## config.mk

```make
export PLATFORM = sky130hd
export DESIGN_NAME = awu_lane
export DESIGN_NICKNAME = d
export VERILOG_FILES = /design/src/rtl/awu_pkg.sv /design/src/rtl/awu_lane.sv
export SDC_FILE = /design/constraint.sdc
export NUM_CORES = 2
export LEC_CHECK = 0
export BUFFER_PORTS_ARGS = -buffer_cell sky130_fd_sc_hd__buf_2
export CAP_MARGIN = 25
export CORE_ASPECT_RATIO = 1.4
export CORE_UTILIZATION = 55
export CTS_BUF_LIST = sky130_fd_sc_hd__clkbuf_4 sky130_fd_sc_hd__clkbuf_8 sky130_fd_sc_hd__clkbuf_16
export DETAILED_ROUTE_END_ITERATION = 10
export PLACE_DENSITY = 0.71
export SLEW_MARGIN = 10
export SYNTH_ARGS = -nofsm -noshare
export SYNTH_HDL_FRONTEND = slang
export SYNTH_SLANG_ARGS = --single-unit
```

## constraint.sdc

```tcl
create_clock -name clk -period 7.43 [get_ports clk]
set_input_delay 1.1145 -clock clk [delete_from_list [all_inputs] [get_ports clk]]
set_output_delay 1.1145 -clock clk [all_outputs]
set_load 0.1 [all_outputs]
```

## src/rtl/awu_pkg.sv

```systemverilog
// Shared constants, types and the sample scaling function of the word interleaver.
`timescale 1ns / 1ps
`default_nettype none

package awu_pkg;

    localparam int STREAMS_DEF  = 4;
    localparam int NUM_SAMPLES  = 8;
    localparam int SAMPLE_W     = 24;
    localparam int PROD_W       = SAMPLE_W + 17;
    localparam int FRAME_BYTES  = 6;
    localparam int OUT_BYTES    = 4;
    localparam int IN_DATA_W    = NUM_SAMPLES * SAMPLE_W;
    localparam int OUT_DATA_W   = 40;
    localparam int ADDR_W       = 4;

    localparam logic [15:0] GAIN_RESET    = 16'd16384;
    localparam logic [10:0] XFER_RESET    = 11'd88;
    localparam logic [10:0] XFER_MAX      = 11'd1024;
    localparam logic [1:0]  CHECK_SLOT    = 2'd2;

    typedef enum logic [1:0] {
        REG_GAIN  = 2'd0,
        REG_ORDER = 2'd1,
        REG_START = 2'd2,
        REG_XFER  = 2'd3
    } reg_idx_t;

    // Per-word control decided at acceptance
    typedef struct packed {
        logic       load;
        logic       fv;
        logic [2:0] sel;
        logic       check;
        logic       par;
        logic       endw;
    } word_ctl_t;

    typedef struct packed {
        logic [15:0] gain;
        logic        order;
    } cfg_t;

    // Round half up to 31 fraction bits, saturate to 32 bits, keep the top 24.
    function automatic logic [SAMPLE_W-1:0] scale_prod(input logic signed [PROD_W-1:0] p);
        logic signed [PROD_W:0]   q;
        logic signed [PROD_W-6:0] r;
        q = $signed({p[PROD_W-1], p}) + $signed((PROD_W+1)'(32));
        r = q[PROD_W:6];
        if (r > $signed((PROD_W-5)'(33'h07fffffff)))
            scale_prod = 24'h7fffff;
        else if (r < -$signed((PROD_W-5)'(33'h080000000)))
            scale_prod = 24'h800000;
        else
            scale_prod = r[31:8];
    endfunction

endpackage

`default_nettype wire

```

## src/rtl/awu_lane.sv

```systemverilog
// One stream lane: register samples, multiply by gain, scale and hold the 6-byte frame.
`timescale 1ns / 1ps
`default_nettype none

module awu_lane (
    input  wire logic                               clk,
    input  wire logic                               rst_n,
    input  wire logic                               en1,
    input  wire logic                               en2,
    input  wire logic                               en3,
    input  wire logic signed [awu_pkg::SAMPLE_W-1:0] smp_l,
    input  wire logic signed [awu_pkg::SAMPLE_W-1:0] smp_r,
    input  awu_pkg::cfg_t                           cfg,
    input  awu_pkg::word_ctl_t                      ctl,
    output logic [7:0]                              lane_byte
);

    logic signed [awu_pkg::SAMPLE_W-1:0] l1_reg, r1_reg;
    logic signed [awu_pkg::PROD_W-1:0]   pl_reg, pr_reg;
    logic [7:0] frame_reg [awu_pkg::FRAME_BYTES];
    logic [7:0] frame_next [awu_pkg::FRAME_BYTES];
    logic [awu_pkg::SAMPLE_W-1:0] sl, sr;
    logic [7:0] cur [awu_pkg::FRAME_BYTES];

    always_ff @(posedge clk)
    begin
        if (en1)
        begin
            l1_reg <= smp_l;
            r1_reg <= smp_r;
        end
        if (en2)
        begin
            pl_reg <= l1_reg * $signed({1'b0, cfg.gain});
            pr_reg <= r1_reg * $signed({1'b0, cfg.gain});
        end
    end

    always_comb
    begin
        sl = awu_pkg::scale_prod(pl_reg);
        sr = awu_pkg::scale_prod(pr_reg);
        if (!ctl.fv)
        begin
            for (int i = 0; i < awu_pkg::FRAME_BYTES; i++)
                frame_next[i] = 8'd0;
        end
        else if (cfg.order)
        begin
            frame_next[0] = sl[7:0];  frame_next[1] = sl[15:8];  frame_next[2] = sl[23:16];
            frame_next[3] = sr[7:0];  frame_next[4] = sr[15:8];  frame_next[5] = sr[23:16];
        end
        else
        begin
            frame_next[0] = sl[23:16]; frame_next[1] = sl[15:8]; frame_next[2] = sl[7:0];
            frame_next[3] = sr[23:16]; frame_next[4] = sr[15:8]; frame_next[5] = sr[7:0];
        end
        // Bypass the fresh frame on a load word
        for (int i = 0; i < awu_pkg::FRAME_BYTES; i++)
            cur[i] = ctl.load ? frame_next[i] : frame_reg[i];
        unique case (ctl.sel)
            3'd0:    lane_byte = cur[0];
            3'd1:    lane_byte = cur[1];
            3'd2:    lane_byte = cur[2];
            3'd3:    lane_byte = cur[3];
            3'd4:    lane_byte = cur[4];
            3'd5:    lane_byte = cur[5];
            default: lane_byte = cur[0];
        endcase
    end

    always_ff @(posedge clk or negedge rst_n)
    begin
        if (!rst_n)
        begin
            for (int i = 0; i < awu_pkg::FRAME_BYTES; i++)
                frame_reg[i] <= 8'd0;
        end
        else if (en3 && ctl.load)
        begin
            for (int i = 0; i < awu_pkg::FRAME_BYTES; i++)
                frame_reg[i] <= frame_next[i];
        end
    end

endmodule

`default_nettype wire

```

==> results by group <==
Synth
  • Post-synth EDFFs: 120
  • Post-synth ARST share: 28.57%
  • Post-Syn Area: 36070 um2
  • Area share of the largest cell type after synthesis: 41.74%
  • Yosys cell types: 76
  • Avg Inst Size Synth: 9.136 um2
  • Post-synth net total: 4978
  • Register area share after synthesis: 13.32%
  • Syn Inst Count: 3948
  • Synth area leader: fa_1
  • Synth top area cells: fa_1, edfxtp_1, inv_1
  • Seq cells post-synth: 168
  • Main synth FF type: edfxtp_1
  • Synth warn: 0

Cells and area
  • Fillcell total: 5445
  • Multi-input logic area: 27060 um2
  • Area grow syn2layout: 8.353%
  • Max FFs per register: 48
  • Register area: 4805 um2
  • NumNets Final: 5109
  • Share of cells above drive strength 1: 8.431%
  • Final instance area: 39080 um2
  • Commonest non-fill, non-tap cells in the layout: inv_1, fa_1, nand2_1, and2_1, ha_1
  • Most common cell after layout, fill and taps aside: inv_1

Critical path
  • FF-to-FF path depth: 21
  • Crit path DAT: 7370 ps
  • WS Path Type: in -> reg
  • Worst Setup SP: cfg[4]
  • Reg2reg end: pl_reg[37]$_DFFE_PP_
  • CP Capture Type: flop
  • Setup crit end: pr_reg[40]$_DFFE_PP_
  • CP Launch Type: input port
  • R2R Setup Slk: 480 ps
  • CP required: 7650 ps
  • RR Startpoint: l1_reg[9]$_DFFE_PP_
  • CP max FO: 13

Run
  • Max-cap violations: 0

CTS
  • Worst-Skew Late Latency: 500 ps
  • # H-tree levels: 4
  • Max clock buf depth: 2
  • Total setup buffers inserted after CTS: 0
  • CTS tree: yes
  • CTS Sinks: 168
  • CTS buffer count: 17
  • Root buffer cell: clkbuf_16
  • Post-cts sizing count: 0
  • Reg clk slew, reported paths: 70 ps
  • Hold_buf cts: 0

Detailed routing
  • DR vias: 26810
  • DR pass1 iterations: 6
  • Final WL: 89020 um
  • DR iter-0 viols: 1867
  • Post-DRT Antenna Nets: 0
  • WL/cell: 18.05 um
  • DR vias/cell: 5.435
  • DRC viols: 0

Floorplan
  • Die Area: 66620 um2
  • Die width: 218.4 um
  • Area of the core: 64550 um2
  • Die height: 305.0 um
  • FP Rows: 110
  • Initial core utilization: 55.88%
  • I/O Pins: 86

STA
  • Max Fclk: 0.1398 GHz
  • Worst Skew: 24.54 ps
  • Slew margin rel.: 34.80%
  • # setup viols final: 0
  • Final Hold Viols: 0
  • Worst slew pin tran: 977.9 ps
  • Fin crit share: 96.25%
  • Slew Limit Fails: 0
  • Post-layout min period: 7152 ps
  • RSZ-0062 raised after global routing: no
  • Setup_tns: 0 ps

Global route
  • Antenna violations before repair: 0
  • Pin count of the biggest net entering global routing: 73
  • Vias in the first global route: 28890
  • GRT Util Overall: 28.58%
  • Total gr overflow: 0
  • First-pass GRT wire length: 147400 um

Placed design
  • Detailed Place HPWL: 73200 um
  • GPL Wtd Cong: 0.9218
  • Placed inst area: 38450 um2
  • Input/output buffers: 82

Status
  • Status: finished, final reports clean

Worst hold path
  • Worst min path class: reg -> reg
-- worst min-delay path by stage --
stage | from | end | slack [ps] | cells past startpoint
after global placement | frame_reg[17]$_DFFE_PN0P_ | frame_reg[17]$_DFFE_PN0P_ | 460 | 2
after global routing | frame_reg[9]$_DFFE_PN0P_ | frame_reg[9]$_DFFE_PN0P_ | 520 | 2
after floorplan | frame_reg[31]$_DFFE_PN0P_ | frame_reg[31]$_DFFE_PN0P_ | 440 | 2
final | frame_reg[34]$_DFFE_PN0P_ | frame_reg[34]$_DFFE_PN0P_ | 480 | 2
after CTS | frame_reg[34]$_DFFE_PN0P_ | frame_reg[34]$_DFFE_PN0P_ | 480 | 2
after detailed placement | frame_reg[34]$_DFFE_PN0P_ | frame_reg[34]$_DFFE_PN0P_ | 470 | 2
-- synthesized netlist by cell type, types with 38 or more instances --
master / number
o21ai_0: 114
nand3_1: 42
inv_1: 943
ha_1: 200
fa_1: 752
dfrtp_1: 48
xnor2_1: 87
a21oi_1: 94
a21o_1: 38
nor2_1: 103
clkbuf_1: 158
xor2_1: 40
nand2_1: 589
and2_1: 293
edfxtp_1: 120
-- critical path, cell delays in order --
cell and delay [ps]:
buf_2 330, buf_12 180, buf_4 180, nand2_1 90, fa_1 530, fa_1 520, fa_1 510, inv_1 50
fa_1 510, fa_1 500, inv_1 50, fa_1 500, inv_1 60, ha_1 290, a21oi_1 190, nor2_1 60
a211oi_1 280, buf_4 170, nand2_1 40, o21ai_0 250, a31oi_1 180, a41oi_1 370, o21ai_0 150, a21oi_1 190
xnor2_1 90
-- routing by layer --
layer  global-route usage [%]  wire length [um]
met5                        0                 0
met2                    47.22             43380
met4                    11.71              3349
met1                    37.50             36590
met3                    4.311              5696
-- metrics by stage --
| stage | std cells | worst slack [ps] | hold WS (ps) | utilization [%] |
|---|---|---|---|---|
| after global placement | 4898 | -209.6 | 459.4 | 59.54 |
| after detailed placement | 4899 | -285.6 | 466.8 | 59.57 |
| after floorplan | 3948 | 12.99 | 443.8 | - |
| final | 4933 | 278.4 | 482.6 | 60.55 |
| after CTS | 4931 | 241.3 | 482.7 | 60.50 |
| after global routing | 4932 | 8.561 | 516.5 | 60.54 |
-- kinds of logic (layout without fill, tap and decap cells) --
family / count (synthesis) / in the layout / synth area share, %
other: 0 / 1 / 0
buffers and inverters: 1112 / 1256 / 11.65
XOR/XNOR: 128 / 128 / 3.129
flip-flops: 168 / 168 / 13.32
AO/OA/AOI/OAI: 404 / 404 / 7.226
AND/OR/NAND/NOR: 1159 / 1159 / 15.22
adder cells (fa/ha/maj): 952 / 952 / 48.67
multiplexers: 25 / 25 / 0.7839
-- final cells by class --
type                            count  area share, %
Timing Repair Buffer              280          5.158
Clock inverter                     12         0.3490
Tap cell                          840          2.689
Antenna cell                        1       0.006403
Sequential cell                   168          12.29
Multi-Input combinational cell   2668          69.25
Inverter                          944          9.066
Clock buffer                       20          1.191
Power is not shown: default switching activity piles up to over one toggle a cycle in this logic, so the estimate is an artifact.
