$ cat src/rtl/awu_pkg.sv
// Shared constants, types and the sample scaling function of the word interleaver.
`timescale 1ns / 1ps
`default_nettype none

package awu_pkg;

    localparam int STREAMS_DEF  = 4;
    localparam int NUM_SAMPLES  = 8;
    localparam int SAMPLE_W     = 24;
    localparam int PROD_W       = SAMPLE_W + 17;
    localparam int FRAME_BYTES  = 6;
    localparam int OUT_BYTES    = 4;
    localparam int IN_DATA_W    = NUM_SAMPLES * SAMPLE_W;
    localparam int OUT_DATA_W   = 40;
    localparam int ADDR_W       = 4;

    localparam logic [15:0] GAIN_RESET    = 16'd16384;
    localparam logic [10:0] XFER_RESET    = 11'd88;
    localparam logic [10:0] XFER_MAX      = 11'd1024;
    localparam logic [1:0]  CHECK_SLOT    = 2'd2;

    typedef enum logic [1:0] {
        REG_GAIN  = 2'd0,
        REG_ORDER = 2'd1,
        REG_START = 2'd2,
        REG_XFER  = 2'd3
    } reg_idx_t;

    // Per-word control decided at acceptance
    typedef struct packed {
        logic       load;
        logic       fv;
        logic [2:0] sel;
        logic       check;
        logic       par;
        logic       endw;
    } word_ctl_t;

    typedef struct packed {
        logic [15:0] gain;
        logic        order;
    } cfg_t;

    // Round half up to 31 fraction bits, saturate to 32 bits, keep the top 24.
    function automatic logic [SAMPLE_W-1:0] scale_prod(input logic signed [PROD_W-1:0] p);
        logic signed [PROD_W:0]   q;
        logic signed [PROD_W-6:0] r;
        q = $signed({p[PROD_W-1], p}) + $signed((PROD_W+1)'(32));
        r = q[PROD_W:6];
        if (r > $signed((PROD_W-5)'(33'h07fffffff)))
            scale_prod = 24'h7fffff;
        else if (r < -$signed((PROD_W-5)'(33'h080000000)))
            scale_prod = 24'h800000;
        else
            scale_prod = r[31:8];
    endfunction

endpackage

`default_nettype wire

$ cat src/rtl/awu_ctrl.sv
// Configuration registers and the word sequencer (position, cursor, load decision).
`timescale 1ns / 1ps
`default_nettype none

module awu_ctrl (
    input  wire logic                      clk,
    input  wire logic                      rst_n,
    input  wire logic                      psel,
    input  wire logic                      penable,
    input  wire logic                      pwrite,
    input  wire logic [awu_pkg::ADDR_W-1:0] paddr,
    input  wire logic [31:0]               pwdata,
    output logic      [31:0]               prdata,
    input  wire logic                      acc,
    input  wire logic                      frame_valid,
    output awu_pkg::word_ctl_t             ctl,
    output awu_pkg::cfg_t                  cfg
);

    logic [15:0] gain_reg;
    logic        order_reg;
    logic [2:0]  start_reg;
    logic [10:0] xfer_reg;
    logic [2:0]  cursor_reg, cursor_next;
    logic        loaded_reg;
    logic [9:0]  wpos_reg, wpos_next;
    logic [10:0] len;
    logic [10:0] wpos_inc;
    logic        wr;
    awu_pkg::reg_idx_t idx;

    assign wr  = psel & penable & pwrite;
    assign idx = awu_pkg::reg_idx_t'(paddr[3:2]);

    always_comb
    begin
        unique case (idx)
            awu_pkg::REG_GAIN:  prdata = {16'd0, gain_reg};
            awu_pkg::REG_ORDER: prdata = {31'd0, order_reg};
            awu_pkg::REG_START: prdata = {29'd0, start_reg};
            awu_pkg::REG_XFER:  prdata = {21'd0, xfer_reg};
            default:            prdata = 32'd0;
        endcase
    end

    // Clamp length into 1..1024
    always_comb
    begin
        priority if (xfer_reg == 11'd0)
            len = 11'd1;
        else if (xfer_reg > awu_pkg::XFER_MAX)
            len = awu_pkg::XFER_MAX;
        else
            len = xfer_reg;
    end

    assign wpos_inc = {1'b0, wpos_reg} + 11'd1;

    always_comb
    begin
        ctl.check = (wpos_reg[1:0] == awu_pkg::CHECK_SLOT);
        ctl.par   = ~wpos_reg[2];
        ctl.load  = ~ctl.check & (~loaded_reg | (cursor_reg == 3'd0));
        ctl.fv    = frame_valid;
        ctl.sel   = cursor_reg;
        ctl.endw  = (wpos_inc >= len);
        wpos_next   = ctl.endw ? 10'd0 : wpos_inc[9:0];
        cursor_next = (cursor_reg >= 3'(awu_pkg::FRAME_BYTES - 1)) ? 3'd0 : cursor_reg + 3'd1;
    end

    assign cfg.gain  = gain_reg;
    assign cfg.order = order_reg;

    always_ff @(posedge clk or negedge rst_n)
    begin
        if (!rst_n)
        begin
            gain_reg   <= awu_pkg::GAIN_RESET;
            order_reg  <= 1'b0;
            start_reg  <= 3'd0;
            xfer_reg   <= awu_pkg::XFER_RESET;
            cursor_reg <= 3'd0;
            loaded_reg <= 1'b0;
            wpos_reg   <= 10'd0;
        end
        else
        begin
            if (wr)
            begin
                unique case (idx)
                    awu_pkg::REG_GAIN:  gain_reg  <= pwdata[15:0];
                    awu_pkg::REG_ORDER: order_reg <= pwdata[0];
                    awu_pkg::REG_START:
                    begin
                        start_reg  <= pwdata[2:0];
                        cursor_reg <= (pwdata[2:0] < 3'(awu_pkg::FRAME_BYTES)) ?
                                      pwdata[2:0] : 3'd0;
                    end
                    awu_pkg::REG_XFER:  xfer_reg  <= pwdata[10:0];
                    default:            ;
                endcase
            end
            if (acc)
            begin
                wpos_reg <= wpos_next;
                if (!ctl.check)
                begin
                    loaded_reg <= 1'b1;
                    cursor_reg <= cursor_next;
                end
            end
        end
    end

endmodule

`default_nettype wire

$ cat config.mk
export PLATFORM = sky130hd
export DESIGN_NAME = awu_ctrl
export DESIGN_NICKNAME = d
export VERILOG_FILES = /design/src/rtl/awu_pkg.sv /design/src/rtl/awu_ctrl.sv
export SDC_FILE = /design/constraint.sdc
export NUM_CORES = 1
export LEC_CHECK = 0
export ABC_AREA = 1
export BUFFER_PORTS_ARGS = -buffer_cell sky130_fd_sc_hd__buf_4
export CELL_PAD_IN_SITES_DETAIL_PLACEMENT = 1
export CELL_PAD_IN_SITES_GLOBAL_PLACEMENT = 1
export CORE_MARGIN = 8
export CORE_UTILIZATION = 32
export DETAILED_ROUTE_END_ITERATION = 7
export PLACE_DENSITY = 0.82
export SYNTH_ARGS = -nofsm -noshare
export SYNTH_HDL_FRONTEND = slang
export SYNTH_SLANG_ARGS = --single-unit
export TNS_END_PERCENT = 30
$ cat constraint.sdc
create_clock -name clk -period 2.3 [get_ports clk]
set_clock_uncertainty 0.05 [all_clocks]
set_input_delay 0.345 -clock clk [delete_from_list [all_inputs] [get_ports clk]]
set_output_delay 0.345 -clock clk [all_outputs]
set_load 0.1 [all_outputs]
==> results of run 1 <==
-- logic make-up after synthesis --
kind of cell / share of synthesized area (%)
adder cells (fa/ha/maj): 6.929
XOR/XNOR: 1.213
AND/OR/NAND/NOR: 26.12
other: 0.1298
AO/OA/AOI/OAI: 11.56
flip-flops: 39.15
buffers and inverters: 14.90
-- routing by layer --
| layer | up-vias | global-route usage [%] | wire (um) |
|---|---|---|---|
| met3 | 11 | 2.814 | 272 |
| met2 | 44 | 27.74 | 4822 |
| met1 | 1341 | 15.10 | 3713 |
| li1 | 1379 | - | - |
| met4 | 0 | 3.378 | 93 |
| met5 | - | 0 | 0 |
-- critical path, delay by kind of cell (launching register included) --
family | cells | cell delay (ns)
simple gates | 10 | 1.14
flops | 1 | 0.39
buf+inv | 2 | 0.28
fa+ha+maj | 1 | 0.23
compound gates | 1 | 0.19
-- metrics by stage --
step           hold slack, ns  setup slack, ns  instances
6_report             -0.02068          -0.6321        601
5_1_grt               0.03658          -0.8198        601
3_3_place_gp           0.3456          -0.2815        590
4_1_cts               0.01314          -0.5961        600
3_5_place_dp           0.3480          -0.4072        590
2_1_floorplan      -0.0005911          -0.4346        406
-- cell usage in the layout (no fill, tap or decap), types with 2 or more instances in the layout --
master and instances:
a21oi_1 11, a22o_1 3, nand2_1 96, nand2_2 25
nor2_4 4, inv_2 6, nor2_1 28, o21ai_1 16
dfstp_2 4, dfrtp_1 41, inv_1 56, nor2_2 4
ha_4 7, ha_1 8, conb_1 16, nand2_4 7
nand4_1 2, o21ai_0 5, clkbuf_8 5, buf_4 101
xor2_1 2, nand3_1 10, o21ai_2 12, clkinvlp_4 2
o22ai_1 2, nand3_2 2, clkbuf_1 2
-- layout make-up --
type	count	area, um^2	area share, %
Clock inverter	1	7.507	0.1852
Clock buffer	7	76.32	1.883
Sequential cell	45	1131	27.91
Multi-Input combinational cell	272	1630	40.23
Tap cell	108	135.1	3.334
Timing Repair Buffer	105	832.0	20.53
Inverter	63	240.2	5.928
-- report_power, final --
part	internal, W	switching (W)	leakage, nW	total [W]
registers	0.000970	0.000138	0.555	0.00111
clock network	0.000216	0.000281	0.0385	0.000496
logic	0.000940	0.00214	1.57	0.00308
total	0.00213	0.00256	2.16	0.00469
-- repair_timing --
action                                  4_1_cts  5_1_grt
endpoints found under the hold margin         0        0
endpoints found under the setup margin       11       11
cloned                                        2        0
buffers inserted                              1        1
pin swaps                                     3       11
resized for setup                            34       22
-- worst max path at each step --
| stage | end | depth (start not counted) |
|---|---|---|
| after global placement | ctl[0] | 17 |
| after detailed placement | ctl[0] | 16 |
| after CTS | ctl[0] | 15 |
| after global routing | ctl[0] | 14 |
| final | ctl[0] | 14 |
| after floorplan | ctl[0] | 13 |
==> flow_metrics.env, run 1 <==
export IMPL_status="finished with violations"
export IMPL_violations="hold timing, setup timing"
export IMPL_ant_nets=0
export IMPL_core_area_um2=8721
export IMPL_synth_seq_cells=45
export IMPL_synth_commonest_cells="nand2_1 (121), inv_1 (58), dfrtp_1 (41)"
export IMPL_ys_flop_type="dfrtp_1"
export IMPL_p_leak_nw=2.160
export IMPL_dpl_cell_area_um2=3682
export IMPL_crit_start="xfer_reg[2]"
export IMPL_setup_ws_ns=-0.6321
export IMPL_initial_core_util_pct=33.13
export IMPL_max_freq_mhz=341.1
export IMPL_rsz0062_at_grt="true"
export IMPL_r2r_start="xfer_reg[2]"
export IMPL_ys_top_cells_by_area="dfrtp_1 (36%), nand2_1 (16%), inv_1 (7.5%)"
export IMPL_ys_warn_count=0
export IMPL_syn_cell_area_um2=2889
export IMPL_drt_wirelength_per_cell_um=14.81
export IMPL_async_reset_ff_share_pct=100.0
export IMPL_synth_top_area_share_pct=35.51
export IMPL_grt_ovfl_total=0
export IMPL_r2r_cells=19
export IMPL_tns_ns=-2.936
export IMPL_root_buffer="clkbuf_8"
export IMPL_synth_largest_area_cell="dfrtp_1"
export IMPL_dr_total_vias=2775
export IMPL_period_share_pct=127.5
export IMPL_routed_wl_um=8901
export IMPL_max_slew_margin_pct=60.54
export IMPL_finalPower_w=0.004687
export IMPL_arrival_ns=2.54
export IMPL_critical_path_max_stage_delay_ns=0.39
export IMPL_final_util_pct=46.47
export IMPL_cts_made_buffers=5
export IMPL_whs_ns=-0.02068
export IMPL_firstDrtPassIters=4
export IMPL_fin_crit_ns=2.932
export IMPL_hold_viol=21
export IMPL_fillers=1072
export IMPL_syn_area_per_cell_um2=7.389
export IMPL_final_cell_area_um2=4053
export IMPL_min_path_type="primary input to async pin"
export IMPL_grt_max_degree=46
export IMPL_gp_congestion=0.7859
export IMPL_die_height_um=111.0
export IMPL_irDropWorstVdd_v=0.0006177
export IMPL_synthCells=391
export IMPL_fp_dieW_um=111.0
export IMPL_io_buffers=63
export IMPL_pin_count=100
export IMPL_syn2layout_area_growth_pct=40.28
export IMPL_drv_cap=0
export IMPL_cp_data_required_time_ns=1.90
export IMPL_cts_htree_levels=2
export IMPL_row_count=34
export IMPL_synth_most_common_cell="nand2_1"
export IMPL_grt_pass1_vias=3203
export IMPL_crit_path_top_delay_cell="dfrtp_1"
export IMPL_grt_pass1_wl_um=14780
export IMPL_layout_drive_gt1_share_pct=38.13
export IMPL_r2r_end="wpos_reg[7]"
export IMPL_crit_fanout=5
export IMPL_cts_tree="built"
export IMPL_drtIter0Drc=70
export IMPL_vias_per_cell=4.617
export IMPL_grt_usage_pct=14.23
export IMPL_die_area_um2=12320
export IMPL_reg2reg_slack_ns=-0.24
export IMPL_clk_latency_ns=0.31
export IMPL_clkSinkCount=45
export IMPL_setup_worst_path_end_class="output pin"
export IMPL_synth_edf_count=0
export IMPL_final_setup_viol_count=11
export IMPL_cts_buffer_depth=2
export IMPL_synth_cell_type_count=34
export IMPL_crit_path_start_kind="flop"
export IMPL_crit_chain="nor2_1, nand3_1, nor2_2, nand3_2, nand2_4, nand2_4, ha_4, nand2_1, nand2_1, a21oi_1, nand2_2, nor2_4, clkinvlp_4, buf_12"
export IMPL_antenna_cells=0
export IMPL_worst_slew_pin_slew_ns=0.5918
export IMPL_post_route_drc_count=0
export IMPL_holdBufCountCts=0
export IMPL_slew_violations=0
export IMPL_crit_type="flop to output pin"
export IMPL_powerDensity_nw_per_um2=1157
export IMPL_layout_nets=551
export IMPL_place_hpwl_um=6734
export IMPL_synth_seq_area_share_pct=39.15
export IMPL_largest_register_ffs=16
export IMPL_clk_pin_slew_ns=0.09
export IMPL_antenna_found_initial=0
Note: power is estimated with default switching activity, not from simulation.
==> run 2, diff against run 1 <==
Settings changed: PLACE_DENSITY 0.82 to not set, PLACE_DENSITY_LB_ADDON set to 0.1.
==> flow_metrics.env, run 2 (same netlist as run 1, synthesis figures left out) <==
export IMPL_fillers=1119
export IMPL_drt_wirelength_per_cell_um=15.10
export IMPL_antenna_cells=0
export IMPL_cts_htree_levels=2
export IMPL_row_count=34
export IMPL_clk_latency_ns=0.31
export IMPL_grt_pass1_vias=2979
export IMPL_powerDensity_nw_per_um2=1131
export IMPL_reg2reg_slack_ns=-0.21
export IMPL_grt_ovfl_total=0
export IMPL_hold_viol=10
export IMPL_dpl_cell_area_um2=3717
export IMPL_arrival_ns=2.50
export IMPL_vias_per_cell=4.546
export IMPL_max_freq_mhz=345.4
export IMPL_die_height_um=111.0
export IMPL_whs_ns=-0.006826
export IMPL_gp_congestion=0.7348
export IMPL_clkSinkCount=45
export IMPL_dr_total_vias=2764
export IMPL_largest_register_ffs=16
export IMPL_final_setup_viol_count=11
export IMPL_status="finished with violations"
export IMPL_final_cell_area_um2=4054
export IMPL_final_cell_mix="nand2_1 (109), buf_4 (104), inv_1 (52)"
export IMPL_worst_slew_pin_slew_ns=0.6279
export IMPL_root_buffer="clkbuf_8"
export IMPL_critical_path_max_stage_delay_ns=0.41
export IMPL_die_area_um2=12320
export IMPL_post_route_drc_count=0
export IMPL_clockPowerShare_pct=11.6
export IMPL_routed_wl_um=9181
export IMPL_min_path_type="primary input to async pin"
export IMPL_antenna_found_initial=0
export IMPL_core_area_um2=8721
export IMPL_holdBufCountCts=0
export IMPL_cts_tree="built"
export IMPL_crit_path_top_delay_cell="dfrtp_1"
export IMPL_ant_nets=0
export IMPL_grt_usage_pct=14.44
export IMPL_drv_cap=0
export IMPL_crit_chain="nor2_2, nand3_2, nor2_2, nand3_2, nand2_2, nand2_1, ha_1, nand2_2, inv_2, nand2_1, nor2_1, nand2_1, nand2_2, nor2_4, clkinvlp_4, buf_12"
export IMPL_slew_violations=0
export IMPL_cts_buffer_depth=2
export IMPL_clk_pin_slew_ns=0.10
export IMPL_layout_nets=558
export IMPL_violations="hold timing, setup timing"
export IMPL_place_hpwl_um=6749
export IMPL_fin_crit_ns=2.895
export IMPL_p_seq_share_pct=24.2
export IMPL_combPwrFrac_pct=64.2
export IMPL_setup_worst_path_end_class="output pin"
export IMPL_setup_ws_ns=-0.5954
export IMPL_cp_data_required_time_ns=1.90
export IMPL_fp_dieW_um=111.0
export IMPL_grt_max_degree=46
export IMPL_layout_drive_gt1_share_pct=38.00
export IMPL_period_share_pct=125.9
export IMPL_crit_type="flop to output pin"
export IMPL_power_switching_w=0.002537
export IMPL_io_buffers=63
export IMPL_r2r_end="wpos_reg[3]"
export IMPL_drtIter0Drc=64
export IMPL_r2r_cells=19
export IMPL_pin_count=100
export IMPL_crit_fanout=4
export IMPL_crit_path_start_kind="flop"
export IMPL_mostFrequentLayoutCell="nand2_1"
export IMPL_firstDrtPassIters=4
export IMPL_p_leak_nw=2.181
export IMPL_initial_core_util_pct=33.13
export IMPL_max_slew_margin_pct=58.14
export IMPL_internal_power_w=0.002047
export IMPL_sw_frac_of_total_pct=55.35
export IMPL_finalPower_w=0.004584
export IMPL_r2r_start="wpos_reg[0]"
export IMPL_grt_pass1_wl_um=14690
export IMPL_syn2layout_area_growth_pct=40.32
export IMPL_rsz0062_at_grt="true"
export IMPL_cts_made_buffers=5
export IMPL_irDropWorstVdd_v=0.0006600
[run 2: cell count changes in the layout (fill, tap and decap cells not counted), moves of 4 or more]
cell / delta
nand2_1: +13
nand2_2: -7
nand2_4: -6
buf_6: +5
inv_1: -4
inv_2: +4
[run 2: cell type report]
cell class,instances,area (um^2),share of cell area (%)
flip-flops and latches,45,1131,27.90
clock buffers,5,68.82,1.698
multi-input cells,272,1569,38.70
repair buffers,112,888.4,21.91
well taps,108,135.1,3.333
clock inverters,3,21.27,0.5247
inverters,63,240.2,5.926
[run 2: power by group through the flow]
stage,registers (W),logic (W),clock network [W]
2_1_floorplan,0.00171,0.00143,0
3_3_place_gp,0.00111,0.00265,0
3_5_place_dp,0.00112,0.00270,0
4_1_cts,0.00111,0.00283,0.000565
5_1_grt,0.00114,0.00312,0.000593
6_report,0.00111,0.00294,0.000534
[run 2: how the worst max path moves through the flow]
| stage | startpoint | to | slack (ns) | depth (start not counted) |
|---|---|---|---|---|
| after detailed placement | wpos_reg[0] | ctl[0] | -0.48 | 15 |
| after CTS | wpos_reg[0] | ctl[0] | -0.60 | 16 |
| after global routing | wpos_reg[1] | ctl[0] | -0.75 | 16 |
| final | xfer_reg[2] | ctl[0] | -0.60 | 16 |
| after floorplan | wpos_reg[0] | ctl[0] | -0.43 | 13 |
| after global placement | wpos_reg[0] | ctl[0] | -0.43 | 16 |
[run 2: per-layer routing]
layer	track usage, %	vias to the layer above	share of wire [%]
li1	-	1386	-
met1	16.74	1319	44
met2	26.03	52	51
met3	3.193	7	3.6
met4	3.733	0	0.91
met5	0	-	0
[run 2: metrics by stage]
stage | TNS (ns) | utilization [%] | setup slack [ns] | instances
final | -2.651 | 46.48 | -0.5954 | 608
after global routing | -4.457 | 46.48 | -0.7527 | 608
after CTS | -1.508 | 44.59 | -0.6044 | 603
after detailed placement | -2.662 | 42.63 | -0.4766 | 593
after global placement | -1.958 | 42.63 | -0.4268 | 593
after floorplan | -3.031 | - | -0.4346 | 406
[run 2: what timing repair did]
item / in CTS / in global routing
setup endpoints to repair: 11 / 11
gates cloned: 1 / 1
endpoints found under the hold margin: 0 / 0
setup buffers: 1 / 4
resized for setup: 14 / 33
pin swaps: 0 / 19
[run 2: worst max-delay path: cells and delay by family (launching register included)]
family | cells | cell delay, ns
and+or+nand+nor | 12 | 1.16
DFF | 1 | 0.41
buffers and inverters | 3 | 0.31
adders and majority gates | 1 | 0.30
